===== src/rtl/assert_macros.svh =====
// Assertion macros shared by the RTL files
`ifndef ASSERT_MACROS_SVH
`define ASSERT_MACROS_SVH
// implication checked on every rising clock edge outside reset
`define CHK_IMPL(label, clk, rst_n, ante, cons) \
    label: assert property (@(posedge clk) disable iff (!rst_n) (ante) |-> (cons)) \
        else $error("check failed");
// next-cycle implication checked outside reset
`define CHK_NEXT(label, clk, rst_n, ante, cons) \
    label: assert property (@(posedge clk) disable iff (!rst_n) (ante) |=> (cons)) \
        else $error("check failed");
`endif


===== src/rtl/rhm_pkg.sv =====
// Package: types, constants and tables of the mobility step block
`timescale 1ns / 1ps
package rhm_pkg;
    localparam int CORDIC_ITERS_DEF = 16;
    localparam int ATAN_ENTRIES = 24;
    localparam logic signed [33:0] CORDIC_START = 34'sd652032874;
    localparam int CFG_AW = 5;

    typedef enum logic [2:0] {
        REG_MOVE_INTERVAL = 3'd0,
        REG_SPEED_MIN     = 3'd1,
        REG_SPEED_MAX     = 3'd2,
        REG_X_LOWER       = 3'd3,
        REG_X_UPPER       = 3'd4,
        REG_Y_LOWER       = 3'd5,
        REG_Y_UPPER       = 3'd6,
        REG_NONE          = 3'd7
    } t_reg_idx;

    typedef enum logic [2:0] {
        ST_IDLE, ST_MUL, ST_ROT, ST_DISP, ST_WRAP, ST_OUT
    } t_state;

    typedef struct packed {
        logic [15:0] cur_x;
        logic [15:0] cur_y;
        logic [15:0] heading;
        logic [15:0] speed;
    } t_job;

    typedef struct packed {
        logic [15:0] move_interval;
        logic [15:0] x_lower;
        logic [15:0] x_upper;
        logic [15:0] y_lower;
        logic [15:0] y_upper;
    } t_cfg;

    function automatic logic [31:0] atan_turn(input logic [4:0] i);
        logic [31:0] r;
        begin
            unique case (i)
                5'd0: r = 32'd536870912;  5'd1: r = 32'd316933406;
                5'd2: r = 32'd167458907;  5'd3: r = 32'd85004756;
                5'd4: r = 32'd42667331;   5'd5: r = 32'd21354465;
                5'd6: r = 32'd10679838;   5'd7: r = 32'd5340245;
                5'd8: r = 32'd2670163;    5'd9: r = 32'd1335087;
                5'd10: r = 32'd667544;    5'd11: r = 32'd333772;
                5'd12: r = 32'd166886;    5'd13: r = 32'd83443;
                5'd14: r = 32'd41722;     5'd15: r = 32'd20861;
                5'd16: r = 32'd10430;     5'd17: r = 32'd5215;
                5'd18: r = 32'd2608;      5'd19: r = 32'd1304;
                5'd20: r = 32'd652;       5'd21: r = 32'd326;
                5'd22: r = 32'd163;       5'd23: r = 32'd81;
                default: r = 32'd0;
            endcase
            atan_turn = r;
        end
    endfunction
endpackage


===== src/rtl/rhm_if.sv =====
// Valid/ready channel interfaces for input and result words
`timescale 1ns / 1ps
interface rhm_in_if;
    logic        valid;
    logic        ready;
    logic [15:0] cur_x;
    logic [15:0] cur_y;
    logic signed [15:0] heading_delta;
    logic [15:0] speed_fraction;
    modport source(output valid, cur_x, cur_y, heading_delta, speed_fraction, input ready);
    modport sink(input valid, cur_x, cur_y, heading_delta, speed_fraction, output ready);
endinterface



===== src/rtl/rhm_front.sv =====
// Front end: keeps the heading, forms the speed and queues jobs
`timescale 1ns / 1ps
`include "assert_macros.svh"
module rhm_front (
    input  logic        i_clk,
    input  logic        i_rst_n,
    rhm_in_if.sink      in_ch,
    input  logic [15:0] i_speed_min,
    input  logic [15:0] i_speed_max,
    output logic        o_job_valid,
    input  logic        i_job_ready,
    output rhm_pkg::t_job o_job
);
    // two-entry queue
    rhm_pkg::t_job r_q [2];
    logic          r_wp, r_rp;
    logic [1:0]    r_cnt;
    logic [15:0]   r_heading;
    logic [15:0]   n_heading;
    logic [15:0]   span;
    logic [31:0]   prod;
    logic [15:0]   n_speed;
    logic          push, pop;

    assign in_ch.ready = (r_cnt != 2'd2);
    assign push = in_ch.valid && in_ch.ready;
    assign o_job_valid = (r_cnt != 2'd0);
    assign pop = o_job_valid && i_job_ready;
    assign o_job = r_q[r_rp];

    assign n_heading = r_heading + in_ch.heading_delta;
    assign span = (i_speed_max >= i_speed_min) ? (i_speed_max - i_speed_min)
                                                : (i_speed_min - i_speed_max);
    assign prod = span * in_ch.speed_fraction;
    assign n_speed = (i_speed_max >= i_speed_min) ? (i_speed_min + prod[31:16])
                                                   : (i_speed_min - prod[31:16]);

    always_ff @(posedge i_clk) begin
        if (!i_rst_n) begin
            r_wp <= 1'b0;
            r_rp <= 1'b0;
            r_cnt <= 2'd0;
            r_heading <= 16'd0;
        end else begin
            if (push) begin
                r_heading <= n_heading;
                r_wp <= ~r_wp;
            end
            if (pop) r_rp <= ~r_rp;
            r_cnt <= r_cnt + {1'b0, push} - {1'b0, pop};
        end
    end

    always_ff @(posedge i_clk) begin
        if (push) begin
            r_q[r_wp] <= '{cur_x: in_ch.cur_x, cur_y: in_ch.cur_y,
                           heading: n_heading, speed: n_speed};
        end
    end

    `CHK_IMPL(a_no_over, i_clk, i_rst_n, r_cnt == 2'd2, !push)
    `CHK_IMPL(a_cnt_rng, i_clk, i_rst_n, 1'b1, r_cnt != 2'd3)
    `CHK_NEXT(a_hd_keep, i_clk, i_rst_n, !push, r_heading == $past(r_heading))
endmodule


===== src/flat_wrapper.sv =====
// flat-port wrapper written by rule: the top's interface ports become plain ports
module rhm_front_flat 
  (i_clk, i_rst_n, i_speed_min, i_speed_max, o_job_valid, i_job_ready, o_job, in_ch_valid, in_ch_cur_x, in_ch_cur_y, in_ch_heading_delta, in_ch_speed_fraction, in_ch_ready);
  rhm_in_if in_ch_i ();
  input  logic i_clk;
  input  logic i_rst_n;
  input  logic [15:0] i_speed_min;
  input  logic [15:0] i_speed_max;
  output logic o_job_valid;
  input  logic i_job_ready;
  output rhm_pkg::t_job o_job;
  input wire logic [$bits(in_ch_i.valid)-1:0] in_ch_valid;
  input wire logic [$bits(in_ch_i.cur_x)-1:0] in_ch_cur_x;
  input wire logic [$bits(in_ch_i.cur_y)-1:0] in_ch_cur_y;
  input wire logic [$bits(in_ch_i.heading_delta)-1:0] in_ch_heading_delta;
  input wire logic [$bits(in_ch_i.speed_fraction)-1:0] in_ch_speed_fraction;
  output wire logic [$bits(in_ch_i.ready)-1:0] in_ch_ready;
  assign in_ch_i.valid = in_ch_valid;
  assign in_ch_i.cur_x = in_ch_cur_x;
  assign in_ch_i.cur_y = in_ch_cur_y;
  assign in_ch_i.heading_delta = in_ch_heading_delta;
  assign in_ch_i.speed_fraction = in_ch_speed_fraction;
  assign in_ch_ready = in_ch_i.ready;
  rhm_front u_core (.i_clk(i_clk), .i_rst_n(i_rst_n), .in_ch(in_ch_i), .i_speed_min(i_speed_min), .i_speed_max(i_speed_max), .o_job_valid(o_job_valid), .i_job_ready(i_job_ready), .o_job(o_job));
endmodule

===== config.mk =====
export PLATFORM = sky130hd
export DESIGN_NAME = rhm_front_flat
export DESIGN_NICKNAME = d
export VERILOG_FILES = /design/src/rtl/rhm_pkg.sv /design/src/rtl/rhm_if.sv /design/src/rtl/rhm_front.sv /design/src/flat_wrapper.sv
export VERILOG_INCLUDE_DIRS = /design/src /design/src/rtl
export SDC_FILE = /design/constraint.sdc
export NUM_CORES = 1
export LEC_CHECK = 0
export BUFFER_PORTS_ARGS = -buffer_cell sky130_fd_sc_hd__buf_2
export CORE_AREA = 2 2 165 167
export CTS_BUF_LIST = sky130_fd_sc_hd__clkbuf_4
export DETAILED_ROUTE_END_ITERATION = 16
export DIE_AREA = 0 0 167 169
export PLACE_DENSITY = 0.88
export RECOVER_POWER = 100
export REMOVE_ABC_BUFFERS = 1
export SYNTH_ARGS = -nofsm -noshare
export SYNTH_HDL_FRONTEND = slang
export SYNTH_SLANG_ARGS = --single-unit

===== constraint.sdc =====
create_clock -name i_clk -period 34.8 [get_ports i_clk]
set_clock_uncertainty 0.15 [all_clocks]
set_input_delay 6.96 -clock i_clk [delete_from_list [all_inputs] [get_ports i_clk]]
set_output_delay 6.96 -clock i_clk [all_outputs]
set_load 0.01 [all_outputs]

### Word-level counts from Yosys, hierarchy flattened

Memory sizes are Yosys's and may differ from the RTL's. A register that Yosys moved wholly into a read port is not among the register bits.
Cells that the tools add are included.
Widths: inputs -> output; s select.

* bitwise operators: 2
* add/sub/neg operators: 7
* reductions and logical operators: 3
* $mul: 1
* order comparisons: 1
* multiplexer cells: 6
* equality and inequality tests: 1

Operators with widths (count)
* $sub 16x16->16: 3
* $add 16x16->16: 2
* $mul 16x16->32: 1
* $mux 16: 2
* $ge 16x16->1: 1
* $mux 1: 4
* $add 2x1->2: 1
* $logic_and 1x1->1: 2
* $ne 2x2->1 const B: 1
* $not 1->1: 2
* $reduce_bool 2->1: 1
* $sub 2x1->2: 1

* flip-flop bits (word level): 20
* output and inout bits: 66
* memories: 1
* memory bits (writable): 128
* input bits: 100

Memory list
* u_core.r_q: depth 2, width 64, read ports 1, clocked after Yosys merged registers in 1, wr ports 1, line rhm_front.sv:15 `rhm_pkg::t_job r_q [2];`

### Depth between registers and ports, before layout

* depth in word-level cells: 5
* gate-level depth with buffers: 50

### Worst setup path before layout

No wires, ideal clock.

* path kind: input -> register
* start: input port i_speed_max[0]
* end: memory u_core.r_q[0][15] (netlist name) (data pin)
* stages on the path: 48
* required time: 34388 ps
* setup time: 262 ps
* buffers on the path: 1
* arrival: 16755 ps
* setup slack: 17633 ps
* cells stage by stage: inv_1 -> ha_1 -> inv_1 -> fa_1 -> nand3_1 -> a31oi_1 -> o21bai_4 -> nand2_1 -> a21o_1 -> mux2i_1 -> a32o_1 -> a221oi_1 -> o22a_1 -> xnor2_1 -> buf_2 -> nand2_1 -> fa_1 -> fa_1 -> [12 not listed] -> o21ai_0 -> xnor2_1 -> inv_1 -> ha_1 -> and2_1 -> a21oi_1 -> xor2_1 -> ha_1 -> or3_1 -> o21ai_0 -> o31ai_1 -> o211a_1 -> o21ai_0 -> nand2b_1 -> a21o_1 -> a21oi_1 -> xnor3_1 -> xnor2_1

* longest elaborated chain between the ends: 5
* elaborated cells between the ends (all ways): 8
* classes of those cells: 4 x add/sub; 1 x mul; 1 x order compare; 2 x mux

Ends and longest elaborated chain
* start, declared: line flat_wrapper.sv:8 `input logic [15:0] i_speed_max;`
* $sub 16x16->16 (tied with other cells): line rhm_front.sv:33 `: (i_speed_min - i_speed_max);`
* $mux 16: line rhm_front.sv:32 `assign span = (i_speed_max >= i_speed_min) ? (i_speed_max - i_speed_min)`
* $mul 16x16->32: line rhm_front.sv:34 `assign prod = span * in_ch.speed_fraction;`
* $sub 16x16->16 or $add 16x16->16 (tied branches): line rhm_front.sv:36, rhm_front.sv:35
* $mux 16 (*): line rhm_front.sv:35 `assign n_speed = (i_speed_max >= i_speed_min) ? (i_speed_min + prod[31:16])`
* via u_core.n_speed[15]: line rhm_front.sv:22 `logic [15:0] n_speed;`
* end, declared: line rhm_front.sv:15

Mark *: on every way through the listed nets, which the timed path passes. The rest lies on a longest branch.

### Final worst setup path

* start: input port i_speed_min[7]
* end: memory u_core.r_q[1][15] (netlist name) (data pin)

* longest elaborated chain between the ends: 5
* elaborated cells between the ends (all ways): 8
* classes of those cells: 4 x add/sub; 1 x mul; 1 x order compare; 2 x mux

Ends and longest elaborated chain
* start, declared: line flat_wrapper.sv:7 `input logic [15:0] i_speed_min;`
* $sub 16x16->16 (tied with other cells): line rhm_front.sv:33
* $mux 16: line rhm_front.sv:32
* $mul 16x16->32: line rhm_front.sv:34
* $sub 16x16->16 or $add 16x16->16 (tied branches): line rhm_front.sv:36, rhm_front.sv:35
* $mux 16 (*): line rhm_front.sv:35
* via u_core.n_speed[15]: line rhm_front.sv:22

Marked as above.

==> results_dict.tcl <==
set metrics [dict create \
    outcome "complete, but fails checks" \
    violations "capacitance limit, slew limit" \
    grt_pass1_wl_microns 72400 \
    ant_nets 0 \
    die_area_sq_um 28200 \
    fin_ws_ns 14.66 \
    fin_crit_sh_pct 57.9 \
    dpl_worst_slack_ns 15.87 \
    synth.distinct_cells 87 \
    worst_ep_arrival_time_ns 20.30 \
    ys_seq_elements 149 \
    cts_tree "yes" \
    placed_cell_area_sq_um 18800 \
    synth_edf_count 128 \
    drt-total-wl_microns 44500 \
    worstSkewPairLatency_ns 0.55 \
    report.final.slew_viol_count 170 \
    layout.nets 2374 \
    cp-start-kind "input pin" \
    drtIter0Drc 869 \
    overflow 0 \
    met2_usage_pct 56.5 \
    met1_usage_pct 41.1 \
    grt_antenna_before_repair 4 \
    cpPeakStageDelay_ns 1.89 \
    start_util_pct 66.6 \
    synthTopCellsByArea "fa_1, edfxtp_1, ha_1, inv_1, mux2_2" \
    clockBufferDepth 2 \
    numClockSinks 149 \
    routabilityCongestion 0.949 \
    stdcell_area_sq_um 19000 \
    ctsHoldBuffers 0 \
    syn_avg_cell_area_sq_um 9.91 \
    setup_tns_ns 0 \
    final_cells 2270 \
    setup_viol 0 \
    cp.required_ns 34.96 \
    crit_type "in -> reg" \
    num-fill-cells 1938 \
    synth_area_sq_um 17600 \
    track_usage_pct 32.1 \
    cts_max_level 4 \
    grt_max_degree 53 \
    numCtsBuffers 17 \
    drc 0 \
    post_cts_resized 0 \
    die_h_microns 169 \
    core-area_sq_um 26500 \
    io-pin-count 166 \
    period_minus_slack_ns 20.14 \
    fmax_mhz 49.7 \
    drive_gt1_share_pct 11.9 \
    vias 13600 \
    synth_top_area_cell "fa_1" \
    mostFrequentLayoutCells "inv_1, nand2_1, fa_1, ha_1, edfxtp_1" \
    min_path_type "reg -> reg" \
    cp-end-kind "flip-flop" \
    synthCells 1780 \
    seq_area_frac_synth_pct 24.2 \
    relSlewSlack_pct -100 \
    tightest_slew_ns 3.00 \
    gr-max-usage-layer "met2" \
    use_met3_pct 4.37 \
    clkTransAtPathRegs_ns 0.19 \
    multi_input_area_sq_um 12100 \
    maxCapViolCount 4 \
    std_cell_rows 60 \
    wl_per_cell_microns 19.6 \
    cts_setup_buffers 0 \
    yosysWarnings 0 \
    portBuffers 165 \
    place_inst 2233 \
    yosys_most_used_dff "edfxtp_1" \
    grt_pass1_vias 14100 \
    crit_fanout 16 \
    regArea_sq_um 4260 \
    firstDrtPassIters 6 \
    hold_violations 0 \
    syn_to_final_growth_pct 7.50 \
    rsz0062_at_grt "false" \
    viasPerCell 5.97 \
    synthArstFlopShare_pct 0 \
    final_common_cell "inv_1" \
    dp_hpwl_microns 34500 \
    yosys.area.top_type_share_pct 22.3 \
    cts_root_buffer "clkbuf_4" \
    die_w_microns 167 \
    cp_slowest_cell "xnor2_1" \
]
==> stage by stage <==
stage          utilization, %  hold WS [ns]
2_1_floorplan               -         0.297
3_3_place_gp             70.9         0.305
3_5_place_dp             70.9         0.319
4_1_cts                  72.1         0.341
5_1_grt                  71.6         0.356
6_report                 71.6         0.339
==> synth_stat cells, types with 4 or more instances <==
| library cell | instances |
|---|---|
| xnor2_1 | 50 |
| clkbuf_1 | 50 |
| ha_1 | 166 |
| nor2_1 | 51 |
| a21o_1 | 34 |
| a31oi_1 | 11 |
| mux2i_1 | 17 |
| inv_1 | 284 |
| buf_4 | 4 |
| o211ai_1 | 9 |
| nand4_1 | 4 |
| nand2_1 | 202 |
| edfxtp_1 | 128 |
| xor2_1 | 20 |
| mux2_2 | 77 |
| a21oi_1 | 60 |
| buf_2 | 10 |
| nand3_1 | 23 |
| and3_1 | 12 |
| o21a_1 | 9 |
| fa_1 | 197 |
| dfxtp_1 | 21 |
| nor3_1 | 13 |
| nor2b_1 | 26 |
| a21boi_0 | 15 |
| a211oi_1 | 10 |
| o21ai_0 | 35 |
| and2_1 | 113 |
| o21bai_1 | 13 |
| nand2b_1 | 26 |
==> logic make-up after synthesis <==
logic type,after synthesis,share of synthesized area (%)
compound gates,251,10.2
xor+xnor,71,3.60
fa+ha+maj,363,34.1
buf+inv,352,7.64
flops,149,24.2
mux,94,5.88
simple gates,500,14.4
==> area by class of cell <==
cell class | instances | share of cell area [%]
Inverter | 285 | 5.64
Sequential cell | 149 | 22.5
Clock buffer | 17 | 0.673
Timing Repair Buffer | 179 | 4.30
Tap cell | 341 | 2.25
Multi-Input combinational cell | 1279 | 63.6
Clock inverter | 15 | 1.00
Antenna cell | 5 | 0.0660
==> critical path: cells and delay by family <==
family	cells	cell delay [ns]
AO/OA/AOI/OAI	15	4.21
XOR/XNOR	5	2.71
adder cells (fa/ha/maj)	9	4.20
buffers and inverters	7	0.47
AND/OR/NAND/NOR	8	1.73
==> state kept, by name, summed over array words and instances, names as in the netlist, named ones only <==
signal,count
u_core.r_heading,16
u_core.r_cnt,2
u_core.r_rp,1
u_core.r_wp,1
u_core.r_q,128
==> path summary, 6_finish.rpt <==
path	cells after the start	slack, ns	end	start
worst min register to register	2	0.34	u_core.r_heading[3]$_SDFFE_PN0P_	u_core.r_heading[3]$_SDFFE_PN0P_
worst max register to register	5	30.02	u_core.r_q[0][51]$_DFFE_PP_	u_core.r_cnt[0]$_SDFF_PN0_
worst max-delay path	44	14.66	u_core.r_q[1][15]$_DFFE_PP_	i_speed_min[7]
worst min-delay path	2	0.34	u_core.r_heading[3]$_SDFFE_PN0P_	u_core.r_heading[3]$_SDFFE_PN0P_
==> per-layer routing <==
| metal | vias to the layer above | part of all wire (%) |
|---|---|---|
| met5 | - | 0 |
| met2 | 588 | 50 |
| li1 | 6128 | - |
| met3 | 95 | 7.5 |
| met1 | 6750 | 40 |
| met4 | 0 | 2.4 |
Power is not shown: default switching activity piles up to over one toggle a cycle in this logic, so the estimate is an artifact.
